`config.mk`:
```
export PLATFORM = sky130hd
export DESIGN_NAME = abt_ram
export DESIGN_NICKNAME = d
export VERILOG_FILES = /design/src/sv/abt_ram.sv
export SDC_FILE = /design/constraint.sdc
export NUM_CORES = 2
export LEC_CHECK = 0
export BUFFER_PORTS_ARGS = -buffer_cell sky130_fd_sc_hd__buf_4
export CAP_MARGIN = 20
export CORE_UTILIZATION = 41
export CTS_BUF_LIST = sky130_fd_sc_hd__clkbuf_4 sky130_fd_sc_hd__clkbuf_8
export DETAILED_ROUTE_END_ITERATION = 10
export PLACE_DENSITY = 0.61
export SLEW_MARGIN = 25
export SYNTH_ARGS = -nofsm -noshare
export SYNTH_HDL_FRONTEND = slang
export SYNTH_MEMORY_MAX_BITS = 65536
export SYNTH_SLANG_ARGS = --single-unit
```
`constraint.sdc`:
```
create_clock -name clk_i -period 4.31 [get_ports clk_i]
set_input_delay 0.6465 -clock clk_i [delete_from_list [all_inputs] [get_ports clk_i]]
set_output_delay 0.6465 -clock clk_i [all_outputs]
set_load 0.01 [all_outputs]
```
`src/sv/abt_ram.sv`:
```
// single write port, single read port slot memory, registered read data
// no dependencies; instantiated by array_binary_tree_table_core
module abt_ram #(
  parameter int unsigned DEPTH = 128,
  parameter int unsigned WIDTH = 33,
  parameter int unsigned AW    = 7
) (
  input  logic             clk_i,
  input  logic             we_i,
  input  logic [AW-1:0]    waddr_i,
  input  logic [WIDTH-1:0] wdata_i,
  input  logic [AW-1:0]    raddr_i,
  output logic [WIDTH-1:0] rdata_o
);

  logic [WIDTH-1:0] mem [DEPTH];
  logic [WIDTH-1:0] rdata_q;

  always_ff @(posedge clk_i) begin
    if (we_i) begin
      mem[waddr_i] <= wdata_i;
    end
    rdata_q <= mem[raddr_i];
  end

  assign rdata_o = rdata_q;

endmodule

```
## Word-level counts from Yosys, hierarchy flattened

Memories as Yosys holds them, arrays and structs flattened. A register that Yosys moved wholly into a read port is not among the register bits.
Cells that the tools add are included.

- Bits in registers: 0
- Word-level logic and storage cells: 3
- Output and inout bits: 33
- Memory bits (writable): 4224
- Input port bits: 49
- Memories kept: 1

- Mux-type cells: 2

Memory list:

| memory | depth | width | rd ports | clocked after Yosys merged registers in | write ports | RTL line | text |
|---|---|---|---|---|---|---|---|
| mem | 128 | 33 | 1 | 1 | 1 | 16 | `logic [WIDTH-1:0] mem [DEPTH];` |

Operators with widths:

| cell | number |
|---|---|
| $mux 1 | 2 |

## Depth between registers and ports, before layout

- Word-level depth: 2
- Gate-level depth with buffers: 8
- Depth with buffers taken out: 4

## Worst setup path before layout

OpenSTA, ideal clock, no wires.

- Kind: input to register
- Start point: input we_i
- End point: memory mem[98][0] (enable)
- Data required time: 3.846 ns
- Arrival time: 3.491 ns
- Path slack: 0.355 ns
- Buffers on the path: 1
- Stages: 3
- Library setup time: 0.464 ns
- Cell sequence: clkbuf_1 -> nand4_1 -> nor3_1

- Cells in the longest elaborated chain, start to end: 2

RTL lines:

| what | RTL line | text |
|---|---|---|
| start, declared | 9 | `input logic we_i,` |
| $mux 1 | 20 | `if (we_i) begin` |
| $mux 1 (not written as such) | 21 | `mem[waddr_i] <= wdata_i;` |
| end, declared | 16 |  |

No other way between the ends.

## Worst setup path in the final report

- Start point: register rdata_q[20], in the netlist rdata_o[20], read port of mem
- End point: output rdata_o[20]

RTL lines:

| what | RTL line | text |
|---|---|---|
| start, declared | 17 | `logic [WIDTH-1:0] rdata_q;` |
| end, declared | 13 | `output logic [WIDTH-1:0] rdata_o` |

No word-level cell between the ends.

==> results.ini <==
[yosys]
synth_seq_area_share_pct = 79.1
ys_dominant_reg_cell = edfxtp_1
cells_after_synthesis = 6171
synthesis.yosys.warnings = 0
asyncSetResetFlopFracSynth_pct = 0
post-synth-top-count-cell = edfxtp_1
synth_top_area_share_pct = 78.7
synth_area_um2 = 161000
distinct_cell_type_count_of_the_synthesized_netlist = 16
postSynthRegisterBits = 4257
synth.avg_cell_area_um2 = 26.1
synth.largest_area_cell = edfxtp_1
post_synth_main_area_contributors = edfxtp_1 79%, mux4_2 19%, clkbuf_1 0.43%
synth_fp_nets = 6220
synth_enable_flop_cells = 4224
cell_types_with_the_highest_counts_after_synthesis = 4,224 x edfxtp_1, 1,386 x mux4_2, 184 x clkbuf_1, 122 x nor2_1, 94 x buf_2

[timing]
grt_setup_unrepaired = no
layout_worst_path_cycle_share_pct = 70.7
timing_worst_slew_pin_value_ns = 1.10
final_max_slew_viol_count = 0
final_hold_viol_count = 2
finalSetupViolations = 0
achievable-frequency_mhz = 328
fin_tns_setup_ns = 0
fin_worst_skew_ns = 0.0591
finalHoldWorstSlack_ns = -0.0184
slew_headroom_pct = 26.8
post-route-min-period_ns = 3.05

[clocking]
postCtsResizedCells = 0
htree_num_levels = 6
clockBufferDepth = 4
clock_sink_count = 4257
tritoncts_clock_tree = done
cts-root-buf = clkbuf_8
cts.reportedPaths.clkPinSlew_ns = 0.06
clock_latency_ns = 1.23
cts-buffers-inserted = 653
postCtsSetupRepairBufs = 0

[die]
horizontal_die_dimension_um = 629
top_level_ports = 82
floorplan.rows = 229
dieHeight_um = 629
start_util_pct = 41.3
design.core.area_um2 = 390000
dieArea_um2 = 396000

[job]
cap_violations = 0

[worst_setup_path]
path_depth = 1
rr_startpoint = mem[126][29]$_DFFE_PP_
worst_path_buffer_plus_inverter_count = 1
timing.critical_path.from_type = flop
crit_path_end_kind = output port
worst-endpoint-required_ns = 3.66
crit_path_top_delay_cell = dfxtp_1
crit_path_cell_trace = buf_4
rr_worst_depth = 4
rr_endpoint = rdata_o[29]$_DFF_P_
crit_family = flip-flops
cp_slowest_stage_delay_ns = 0.94
critPathKind = reg2out
crit_fanout = 4
rrSetupSlack_ns = 1.64
worstPathArrival_ns = 2.40

[global_routing]
grt_start_max_net_pins = 112
globalRoute.totalOverflow = 0
groute.usage.overall_pct = 22.0
grt_antenna_before_repair = 61
via_count_of_the_first_global_routing_pass = 76200
grt_pass1_wl_um = 605000

[power]
seqPwrFrac_pct = 55.3
switchingPower_mw = 18.6
power_frac_comb_pct = 5.6
swShare_pct = 22.4
leakagePower_nw = 56.9
worst_ir_drop_vdd_mv = 0.287
p_clk_share_pct = 39.1
intPower_mw = 64.5
power_density_over_the_cells_nw_per_um2 = 448

[cells_and_area]
finish.instance_area_um2 = 185000
post_route_cells_drive_above_1_share_pct = 40.6
fin_nets = 7031
postLayoutCoreUtil_pct = 47.5
area_growth_pct = 15.1

[run_status]
violations_in_the_final_reports = negative hold slack
outcome = finished, violations left

[worst_hold_path]
worst_hold_stages = 1
hold_start = wdata_i[26]
worst_hold_path.endpoint = mem[112][26]$_DFFE_PP_
hold_path_class = in2reg

[drt]
wl_per_cell_um = 34.5
vias_per_cell = 5.85
first_iter_violations = 9300
via_count = 74300
drtAntennaViolNets = 0
detail_route.drc_violations = 0
postRouteWirelength_um = 439000
drt-pass1-iter-count = 7

[placement]
port_buffers = 81
placement.cell_area_um2 = 173000
finalWeightedCongestion = 0.827
place_hpwl_um = 245000

==> cell families after synthesis <==
group	Yosys count	synth area share [%]
buf+inv	325	0.835
flops	4257	79.1
mux	1419	19.6
simple gates	170	0.433
==> power groups by stage <==
stage | Sequential [mW] | Combinational (mW) | Clock [mW]
6_report | 46.0 | 4.65 | 32.5
4_1_cts | 46.0 | 4.67 | 33.0
5_1_grt | 45.9 | 4.83 | 34.7
3_3_place_gp | 46.8 | 4.57 | 0
3_5_place_dp | 46.8 | 4.65 | 0
2_1_floorplan | 46.7 | 2.20 | 0
==> cell usage in the layout, fill, tap and decap left out <==
cell type	instances
mux4_2	1386
nand2_2	3
clkinv_1	128
dfxtp_1	33
nand2b_1	2
buf_16	4
clkinv_8	5
nor3_2	9
nand3_1	8
bufinv_16	6
clkbuf_8	680
buf_4	295
nor2b_1	7
nor2_1	3
nand4_1	3
nand2_1	11
dlygate4sd3_1	18
buf_6	14
nand3_2	4
mux2_2	33
inv_8	16
nor2_4	119
clkbuf_4	221
or3_1	1
clkinvlp_4	19
clkinv_2	57
inv_6	13
edfxtp_1	4224
buf_8	3
buf_12	147
diode_2	43
==> metal layers <==
metal	global-route usage [%]	vias up	part of all wire [%]
li1	-	29000	-
met1	29.9	41200	39
met2	35.3	3566	48
met3	4.80	607	9.4
met4	7.87	12	3.7
met5	0	-	0.019
==> metrics by stage <==
step	worst slack, ns	total power, mW	instances	hold WS (ns)
final	1.26	83.1	12700	-0.0184
after detailed placement	0.308	51.5	11500	1.09
after floorplan	0.355	48.9	6171	0.745
after global routing	1.32	85.5	12700	-0.0335
after global placement	0.313	51.4	11500	1.10
after CTS	1.26	83.7	12700	0.00806
==> cell type report <==
type	instances	area [um2]
antenna	43	108
clock buffer	901	11000
clock inverter	244	1460
fill	31000	205000
multi-input combinational	1589	33200
sequential	4257	128000
tap	5197	6500
timing repair buffer	481	5650
==> repair_timing <==
item,4_1_cts,5_1_grt
setup endpoints to repair,0,0
hold buffers,12,6
endpoints found under the hold margin,424,85
==> flip-flops by register name, indices dropped and copies added (netlist names) <==
register  cells
mem        4224
rdata_o      33
==> how the worst max path moves through the flow <==
| stage | from | endpoint | slack (ns) |
|---|---|---|---|
| after floorplan | we_i | mem[98][0]$_DFFE_PP_ | 0.35 |
| after global placement | raddr_i[0] | rdata_o[31]$_DFF_P_ | 0.31 |
| after detailed placement | raddr_i[0] | rdata_o[31]$_DFF_P_ | 0.31 |
| after CTS | rdata_o[20]$_DFF_P_ | rdata_o[20] | 1.26 |
| after global routing | rdata_o[25]$_DFF_P_ | rdata_o[25] | 1.32 |
| final | rdata_o[20]$_DFF_P_ | rdata_o[20] | 1.26 |
(Power assumes the default switching activity.)
